--- config.mk ---
export PLATFORM = sky130hd
export DESIGN_NAME = bounded_lifo_stack_top_flat
export DESIGN_NICKNAME = d
export VERILOG_FILES = /design/src/hdl/bls_pkg.sv /design/src/hdl/bls_channels.sv /design/src/hdl/bls_datapath.sv /design/src/hdl/bls_controller.sv /design/src/hdl/bounded_lifo_stack_top.sv /design/src/flat_wrapper.sv
export SDC_FILE = /design/constraint.sdc
export NUM_CORES = 1
export LEC_CHECK = 0
export BUFFER_PORTS_ARGS = -buffer_cell sky130_fd_sc_hd__buf_4
export CORE_MARGIN = 2
export CORE_UTILIZATION = 45
export DETAILED_ROUTE_END_ITERATION = 10
export SETUP_SLACK_MARGIN = 0.05
export SLEW_MARGIN = 10
export SYNTH_ARGS = -nofsm -noshare
export SYNTH_HDL_FRONTEND = slang
export SYNTH_SLANG_ARGS = --single-unit
--- constraint.sdc ---
create_clock -name clock -period 6 [get_ports clock]
set_clock_uncertainty 0.15 [all_clocks]
set_input_delay 0.6 -clock clock [delete_from_list [all_inputs] [get_ports clock]]
set_output_delay 0.6 -clock clock [all_outputs]
set_load 0.005 [all_outputs]
--- src/hdl/bls_pkg.sv ---
`timescale 1ns / 1ps
`default_nettype none

package bls_pkg;

   localparam int DEPTH  = 8;
   localparam int DATA_W = 32;
   localparam int PTR_W  = (DEPTH > 1) ? $clog2(DEPTH) : 1;
   localparam int CNT_W  = $clog2(DEPTH + 1);

   typedef enum logic [1:0] {
      OP_PUSH = 2'd0,
      OP_POP  = 2'd1,
      OP_PEEK = 2'd2,
      OP_DUMP = 2'd3
   } opcode_type;

   typedef enum logic [1:0] {
      STAT_OK       = 2'd0,
      STAT_OVERFLOW = 2'd1,
      STAT_EMPTY    = 2'd2
   } status_type;

   typedef enum logic [1:0] {
      CS_IDLE,
      CS_READ,
      CS_OUT
   } ctl_state_type;

   typedef enum logic [1:0] {
      RD_NONE,
      RD_TOP,
      RD_FIRST,
      RD_NEXT
   } rd_sel_type;

   typedef enum logic [1:0] {
      RES_HOLD,
      RES_IMM,
      RES_READ
   } res_sel_type;

   typedef struct packed {
      logic        latch_op;
      logic        push_write;
      logic        cnt_inc;
      logic        cnt_dec;
      rd_sel_type  rd_sel;
      res_sel_type res_sel;
      status_type  imm_status;
   } dp_cmd_type;

   typedef struct packed {
      opcode_type req_op;
      logic       full;
      logic       empty;
      logic       out_last;
   } dp_stat_type;

endpackage

`default_nettype wire

--- src/hdl/bls_channels.sv ---
`timescale 1ns / 1ps
`default_nettype none

interface bls_req_if;
   logic                            valid;
   logic                            ready;
   bls_pkg::opcode_type             opcode;
   logic signed [bls_pkg::DATA_W-1:0] push_value;

   modport source (output valid, output opcode, output push_value, input ready);
   modport sink   (input valid, input opcode, input push_value, output ready);
endinterface

interface bls_rsp_if;
   logic                            valid;
   logic                            ready;
   bls_pkg::status_type             status;
   logic signed [bls_pkg::DATA_W-1:0] data;
   logic                            last;

   modport source (output valid, output status, output data, output last, input ready);
   modport sink   (input valid, input status, input data, input last, output ready);
endinterface

`default_nettype wire

--- src/hdl/bls_datapath.sv ---
`timescale 1ns / 1ps
`default_nettype none

module bls_datapath (
   input  wire logic                              clock,
   input  wire logic                              reset,
   input  wire bls_pkg::dp_cmd_type               cmd,
   output bls_pkg::dp_stat_type                   stat,
   input  wire bls_pkg::opcode_type               req_opcode,
   input  wire logic signed [bls_pkg::DATA_W-1:0] req_push_value,
   output bls_pkg::status_type                    rsp_status,
   output logic signed [bls_pkg::DATA_W-1:0]      rsp_data,
   output logic                                   rsp_last
);
   import bls_pkg::*;

   logic [DATA_W-1:0] mem [DEPTH];
   logic [DATA_W-1:0] rd_data_ff;

   logic [CNT_W-1:0]  cnt_ff, cnt_in;
   logic [PTR_W-1:0]  idx_ff, idx_in;
   logic              dump_ff, dump_in;
   status_type        status_ff, status_in;
   logic [DATA_W-1:0] data_ff, data_in;
   logic              last_ff, last_in;

   logic [CNT_W-1:0]  cnt_m1;
   logic [PTR_W-1:0]  rd_addr;
   logic              rd_en;
   logic              full;
   logic              empty;
   logic              dump_last;

   assign cnt_m1    = cnt_ff - CNT_W'(1);
   assign full      = (cnt_ff == CNT_W'(DEPTH));
   assign empty     = (cnt_ff == '0);
   assign dump_last = (CNT_W'(idx_ff) == cnt_m1);

   always_comb begin
      rd_en   = 1'b1;
      rd_addr = idx_ff;
      idx_in  = idx_ff;
      unique case (cmd.rd_sel)
         RD_NONE: begin
            rd_en = 1'b0;
         end
         RD_TOP: begin
            rd_addr = PTR_W'(cnt_m1);
         end
         RD_FIRST: begin
            rd_addr = '0;
            idx_in  = '0;
         end
         RD_NEXT: begin
            rd_addr = idx_ff + PTR_W'(1);
            idx_in  = idx_ff + PTR_W'(1);
         end
         default: begin
            rd_en = 1'b0;
         end
      endcase
   end

   always_comb begin
      cnt_in = cnt_ff;
      if (cmd.cnt_inc) begin
         cnt_in = cnt_ff + CNT_W'(1);
      end else if (cmd.cnt_dec) begin
         cnt_in = cnt_m1;
      end
   end

   assign dump_in = cmd.latch_op ? (req_opcode == OP_DUMP) : dump_ff;

   always_comb begin
      status_in = status_ff;
      data_in   = data_ff;
      last_in   = last_ff;
      unique case (cmd.res_sel)
         RES_HOLD: begin
         end
         RES_IMM: begin
            status_in = cmd.imm_status;
            data_in   = '0;
            last_in   = 1'b1;
         end
         RES_READ: begin
            status_in = STAT_OK;
            data_in   = rd_data_ff;
            last_in   = !dump_ff || dump_last;
         end
         default: begin
         end
      endcase
   end

   always_ff @(posedge clock) begin
      if (reset) begin
         cnt_ff <= '0;
      end else begin
         cnt_ff <= cnt_in;
      end
   end

   always_ff @(posedge clock) begin
      idx_ff    <= idx_in;
      dump_ff   <= dump_in;
      status_ff <= status_in;
      data_ff   <= data_in;
      last_ff   <= last_in;
   end

   // stack storage, written at the fill count, read one address per cycle when a read is selected
   always_ff @(posedge clock) begin
      if (cmd.push_write) begin
         mem[PTR_W'(cnt_ff)] <= req_push_value;
      end
   end

   always_ff @(posedge clock) begin
      if (rd_en) begin
         rd_data_ff <= mem[rd_addr];
      end
   end

   assign stat.req_op   = req_opcode;
   assign stat.full     = full;
   assign stat.empty    = empty;
   assign stat.out_last = last_ff;

   assign rsp_status = status_ff;
   assign rsp_data   = data_ff;
   assign rsp_last   = last_ff;

   a_cnt_range: assert property (@(posedge clock) disable iff (reset)
      cnt_ff <= CNT_W'(DEPTH))
      else $error("fill count beyond depth");

   a_no_push_full: assert property (@(posedge clock) disable iff (reset)
      cmd.push_write |-> !full && cmd.cnt_inc)
      else $error("write into a full stack");

   a_pop_dec: assert property (@(posedge clock) disable iff (reset)
      cmd.cnt_dec |=> cnt_ff == $past(cnt_ff) - CNT_W'(1))
      else $error("pop did not drop the fill count");

endmodule

`default_nettype wire

--- src/hdl/bls_controller.sv ---
`timescale 1ns / 1ps
`default_nettype none

module bls_controller (
   input  wire logic                 clock,
   input  wire logic                 reset,
   input  wire logic                 req_valid,
   output logic                      req_ready,
   output logic                      rsp_valid,
   input  wire logic                 rsp_ready,
   input  wire bls_pkg::dp_stat_type stat,
   output bls_pkg::dp_cmd_type       cmd
);
   import bls_pkg::*;

   ctl_state_type state_ff, state_in;

   always_ff @(posedge clock) begin
      if (reset) begin
         state_ff <= CS_IDLE;
      end else begin
         state_ff <= state_in;
      end
   end

   always_comb begin
      state_in       = state_ff;
      req_ready      = 1'b0;
      rsp_valid      = 1'b0;
      cmd.latch_op   = 1'b0;
      cmd.push_write = 1'b0;
      cmd.cnt_inc    = 1'b0;
      cmd.cnt_dec    = 1'b0;
      cmd.rd_sel     = RD_NONE;
      cmd.res_sel    = RES_HOLD;
      cmd.imm_status = STAT_OK;
      unique case (state_ff)
         CS_IDLE: begin
            req_ready = 1'b1;
            if (req_valid) begin
               cmd.latch_op = 1'b1;
               if (stat.req_op == OP_PUSH) begin
                  cmd.res_sel = RES_IMM;
                  state_in    = CS_OUT;
                  if (stat.full) begin
                     cmd.imm_status = STAT_OVERFLOW;
                  end else begin
                     cmd.push_write = 1'b1;
                     cmd.cnt_inc    = 1'b1;
                  end
               end else if (stat.empty) begin
                  cmd.res_sel    = RES_IMM;
                  cmd.imm_status = STAT_EMPTY;
                  state_in       = CS_OUT;
               end else begin
                  state_in = CS_READ;
                  unique case (stat.req_op)
                     OP_POP: begin
                        cmd.rd_sel  = RD_TOP;
                        cmd.cnt_dec = 1'b1;
                     end
                     OP_PEEK: begin
                        cmd.rd_sel = RD_TOP;
                     end
                     default: begin
                        cmd.rd_sel = RD_FIRST;
                     end
                  endcase
               end
            end
         end
         CS_READ: begin
            cmd.res_sel = RES_READ;
            state_in    = CS_OUT;
         end
         CS_OUT: begin
            rsp_valid = 1'b1;
            if (rsp_ready) begin
               // a dump walks on to the next entry until the top beat is taken
               if (stat.out_last) begin
                  state_in = CS_IDLE;
               end else begin
                  cmd.rd_sel = RD_NEXT;
                  state_in   = CS_READ;
               end
            end
         end
         default: begin
            state_in = CS_IDLE;
         end
      endcase
   end

   a_read_then_out: assert property (@(posedge clock) disable iff (reset)
      (state_ff == CS_READ) |=> (state_ff == CS_OUT))
      else $error("read not followed by a result");

   a_one_side: assert property (@(posedge clock) disable iff (reset)
      !(req_ready && rsp_valid))
      else $error("input taken while a result is pending");

endmodule

`default_nettype wire

--- src/hdl/bounded_lifo_stack_top.sv ---
`timescale 1ns / 1ps
`default_nettype none

// response: push and every error status give their beat in the cycle after accept;
//   pop and peek pass the registered memory read and then the result register
// flow: no new request is taken until each result beat is taken; a dump reads
//   its entries one by one through the one memory read port
// reset: synchronous, active high; clears the fill count and controller state,
//   stored entries stay undefined until written

module bounded_lifo_stack_top (
   input wire logic   clock,
   input wire logic   reset,
   bls_req_if.sink    req_chan,
   bls_rsp_if.source  rsp_chan
);
   import bls_pkg::*;

   dp_cmd_type  cmd;
   dp_stat_type stat;

   bls_controller u_controller (
      .clock     (clock),
      .reset     (reset),
      .req_valid (req_chan.valid),
      .req_ready (req_chan.ready),
      .rsp_valid (rsp_chan.valid),
      .rsp_ready (rsp_chan.ready),
      .stat      (stat),
      .cmd       (cmd)
   );

   bls_datapath u_datapath (
      .clock          (clock),
      .reset          (reset),
      .cmd            (cmd),
      .stat           (stat),
      .req_opcode     (req_chan.opcode),
      .req_push_value (req_chan.push_value),
      .rsp_status     (rsp_chan.status),
      .rsp_data       (rsp_chan.data),
      .rsp_last       (rsp_chan.last)
   );

endmodule

`default_nettype wire

--- src/flat_wrapper.sv ---
// flat-port wrapper written by rule: the top's interface ports become plain ports
module bounded_lifo_stack_top_flat import bls_pkg::*;
  (clock, reset, req_chan_valid, req_chan_opcode, req_chan_push_value, req_chan_ready, rsp_chan_valid, rsp_chan_status, rsp_chan_data, rsp_chan_last, rsp_chan_ready);
  bls_req_if req_chan_i ();
  bls_rsp_if rsp_chan_i ();
  input wire logic clock;
  input wire logic reset;
  input wire logic [$bits(req_chan_i.valid)-1:0] req_chan_valid;
  input wire logic [$bits(req_chan_i.opcode)-1:0] req_chan_opcode;
  input wire logic [$bits(req_chan_i.push_value)-1:0] req_chan_push_value;
  output wire logic [$bits(req_chan_i.ready)-1:0] req_chan_ready;
  output wire logic [$bits(rsp_chan_i.valid)-1:0] rsp_chan_valid;
  output wire logic [$bits(rsp_chan_i.status)-1:0] rsp_chan_status;
  output wire logic [$bits(rsp_chan_i.data)-1:0] rsp_chan_data;
  output wire logic [$bits(rsp_chan_i.last)-1:0] rsp_chan_last;
  input wire logic [$bits(rsp_chan_i.ready)-1:0] rsp_chan_ready;
  assign req_chan_i.valid = req_chan_valid;
  assign req_chan_i.opcode = req_chan_opcode;
  assign req_chan_i.push_value = req_chan_push_value;
  assign req_chan_ready = req_chan_i.ready;
  assign rsp_chan_valid = rsp_chan_i.valid;
  assign rsp_chan_status = rsp_chan_i.status;
  assign rsp_chan_data = rsp_chan_i.data;
  assign rsp_chan_last = rsp_chan_i.last;
  assign rsp_chan_i.ready = rsp_chan_ready;
  bounded_lifo_stack_top u_core (.clock(clock), .reset(reset), .req_chan(req_chan_i), .rsp_chan(rsp_chan_i));
endmodule
==> run_results.csv <==
group,metric,value,unit
critical_path,path_buf_inv,2,
grt,gr-total-overflow,0,
die,die_x,174,um
timing,slew_headroom,0.255,
critical_path,cpMaxStageDelayCell,"nor3b_1",
yosys,syn_area_per_cell,15.6,um^2
clock_tree,clock_sinks,333,
die,die_area,0.0302,mm^2
power_and_ir_drop,sw_frac_of_total,0.221,
critical_path,startpoint_type,"flop",
grt,antenna_found_initial,0,
die,pin_count,75,
grt,grt_max_degree,65,
yosys,synthArstFlopShare,0,
detailed_routing,routed-via-count,6988,
critical_path,slowest_delay,600,ps
finish,antenna_cells,0,
timing,tns,0,ps
critical_path,critPathMaxFanout,39,
power_and_ir_drop,comb_power_share,0.090,
clock_tree,cts_hold_buf,0,
clock_tree,cts_tree,"built",
critical_path,required,6110,ps
placement,pre_cts_ws,2010,ps
run,drv_cap,0,
timing,setup_viol_count_final,0,
yosys,ys_ff_latch,333,
yosys,synth_ff_type,"edfxtp_1",
die,initial_core_util,0.454,
timing,finalHoldViolCount,0,
clock_tree,htreeDepth,2,
critical_path,crit_path_end_kind,"flop",
timing,rsz0062_at_grt,"no",
clock_tree,root_buffer,"clkbuf_16",
yosys,synth_nets,878,
timing,worst_slew_pin_slew,1110,ps
timing,worst_slack,1970,ps
finish,mostFrequentLayoutCells,"edfxtp_1, nand2_1, buf_4",
status,outcome,"finished clean",
timing,fmax,248,MHz
grt,grt_pass1_vias,6912,
clock_tree,cts_resized,0,
detailed_routing,routed_via_density,5.30,
yosys,yosys.area.top_type,"edfxtp_1",
finish,final_layout_size_suffix_gt1_frac,0.164,
grt,grt_pass1_wl,40.4,mm
detailed_routing,ant_nets,0,
detailed_routing,wl_per_cell,19.9,um
yosys,synth_edf_count,327,
critical_path,worstSetupPathType,"reg -> reg",
detailed_routing,firstDrtPassIters,4,
power_and_ir_drop,power_leakage,5.29,nW
power_and_ir_drop,p_int,3.93,mW
power_and_ir_drop,peakVddDrop,0.158,mV
yosys,post_synth_instance_area,0.0130,mm^2
yosys,yosys_warnings,0,
detailed_routing,drc_errors,0,
finish,area_delta_synth_final,15.4,%
critical_path,crit_path_cell_trace,"inv_1 > ha_1 > nor3b_1 > or3_4 > o311a_4 > buf_4 > mux2i_1 > o22ai_1 > a31o_1",
finish,final_common_cell,"edfxtp_1",
yosys,syn-instance-count,834,
placement,gp_congestion,0.771,
finish,fin_nets,958,
critical_path,cp_top_family,"compound AO/OA/AOI/OAI gates",
clock_tree,post_cts_buffers,0,
clock_tree,clkLatencyLatePin,500,ps
timing,drv_slew,0,
detailed_routing,drt-initial-drc-count,582,
yosys,seq_area_frac_synth,0.766,
placement,port_buffers,74,
die,die_h,174,um
yosys,synth.distinct_cells,47,
clock_tree,numCtsBuffers,35,
critical_path,cp_data_arrival_time,4130,ps
power_and_ir_drop,power_switching,1.12,mW
die,row_count,62,
power_and_ir_drop,seqPwrFrac,0.529,
grt,grt_usage,0.174,
power_and_ir_drop,clockPowerShare,0.380,
hold_path,hp-class,"in -> reg",
die,design.core.area,0.0285,mm^2
timing,layout_min_cycle_time,4030,ps
power_and_ir_drop,p_per_area,337,mW/mm^2
placement,dp_hpwl,13.9,mm
yosys,yosys.area.top_type_share,0.757,
detailed_routing,totalWireLength,26.2,mm
clock_tree,path_clk_slew,60,ps
yosys,yosys-top-cells-area,"edfxtp_1, mux2i_1, nand2_1, a31o_1, and2_1",
timing,post-route-period-util,0.671,
clock_tree,cts_buffer_depth,3,
per-layer routing:
| layer | share of wire | global-route usage | vias to the layer above |
|---|---|---|---|
| li1 | - | - | 3299 |
| met5 | 0 | 0 | - |
| met1 | 0.47 | 0.243 | 3490 |
| met4 | 0.015 | 0.0448 | 0 |
| met2 | 0.47 | 0.287 | 169 |
| met3 | 0.044 | 0.0289 | 30 |
sequential cells by signal (all words and copies together) (netlist names):
signal	flops
u_core.u_datapath.dump_ff	1
u_core.u_datapath.cnt_ff	4
u_core.u_datapath.rsp_data	32
u_core.u_datapath.idx_ff	3
u_core.u_datapath.mem	256
u_core.u_datapath.rsp_last	1
u_core.u_controller.state_ff	2
u_core.u_datapath.rd_data_ff	32
u_core.u_datapath.rsp_status	2
per-stage QoR:
step	cell area [um^2]	power [mW]	cells	hold slack (ps)	utilization
2_1_floorplan	13000	3.00	834	347	-
3_3_place_gp	14000	3.18	1261	350	0.490
3_5_place_dp	14000	3.18	1261	355	0.490
4_1_cts	15000	5.10	1318	155	0.525
5_1_grt	15000	5.24	1318	163	0.525
6_report	15000	5.05	1318	169	0.525
kinds of logic (layout without fill, tap and decap cells):
logic type	count (synthesis)	after routing	synth area share
buf+inv	60	160	0.0232
mux	65	65	0.0503
fa+ha+maj	6	6	0.00579
flops	333	333	0.766
xor+xnor	8	8	0.00540
compound gates	121	121	0.0629
simple gates	241	241	0.0862
power groups by stage:
stage | Combinational (mW) | Clock [mW] | Sequential, mW
2_1_floorplan | 0.283 | 0 | 2.72
3_3_place_gp | 0.457 | 0 | 2.72
3_5_place_dp | 0.462 | 0 | 2.72
4_1_cts | 0.464 | 1.96 | 2.67
5_1_grt | 0.504 | 2.06 | 2.68
6_report | 0.456 | 1.92 | 2.67
final cells by class:
type,count,area (um^2)
flip-flops and latches,333,9940
well taps,384,480
multi-input cells,441,2820
repair buffers,92,703
fillers,2409,13600
clock buffers,43,906
inverters,11,41.3
clock inverters,14,88.8
Yosys cell counts (2+ instances only):
cell	n
dfxtp_1	6
o22ai_1	31
buf_6	6
nor3_1	4
clkbuf_1	17
xor2_1	3
and2_1	33
o211ai_1	3
nand2b_1	3
nor4_1	2
inv_1	11
ha_1	6
o21ai_0	7
buf_2	25
a211oi_1	2
nor2_1	13
a31o_1	31
mux2i_1	64
nand3_1	35
edfxtp_1	327
nand3b_1	2
a21oi_1	38
nand2_1	137
xnor2_1	5
final timing paths:
path                              startpoint                         endpoint  slack (ps)  cells past startpoint
max              u_core.u_datapath.cnt_ff[0]  u_core.u_datapath.rd_data_ff[2]        1970                      9
min                                    reset      u_core.u_datapath.cnt_ff[2]         170                      2
max reg2reg      u_core.u_datapath.cnt_ff[0]  u_core.u_datapath.rd_data_ff[2]        1970                      9
min reg2reg  u_core.u_datapath.rd_data_ff[1]    u_core.u_datapath.rsp_data[1]         370                      1
worst reg2reg max path, delay by kind of cell (launching register included):
kind,cells,cell delay (ps)
compound gates,3,920
fa+ha+maj,1,350
buf+inv,2,760
flops,1,430
mux,1,280
simple gates,2,880
(Power assumes the default switching activity.)
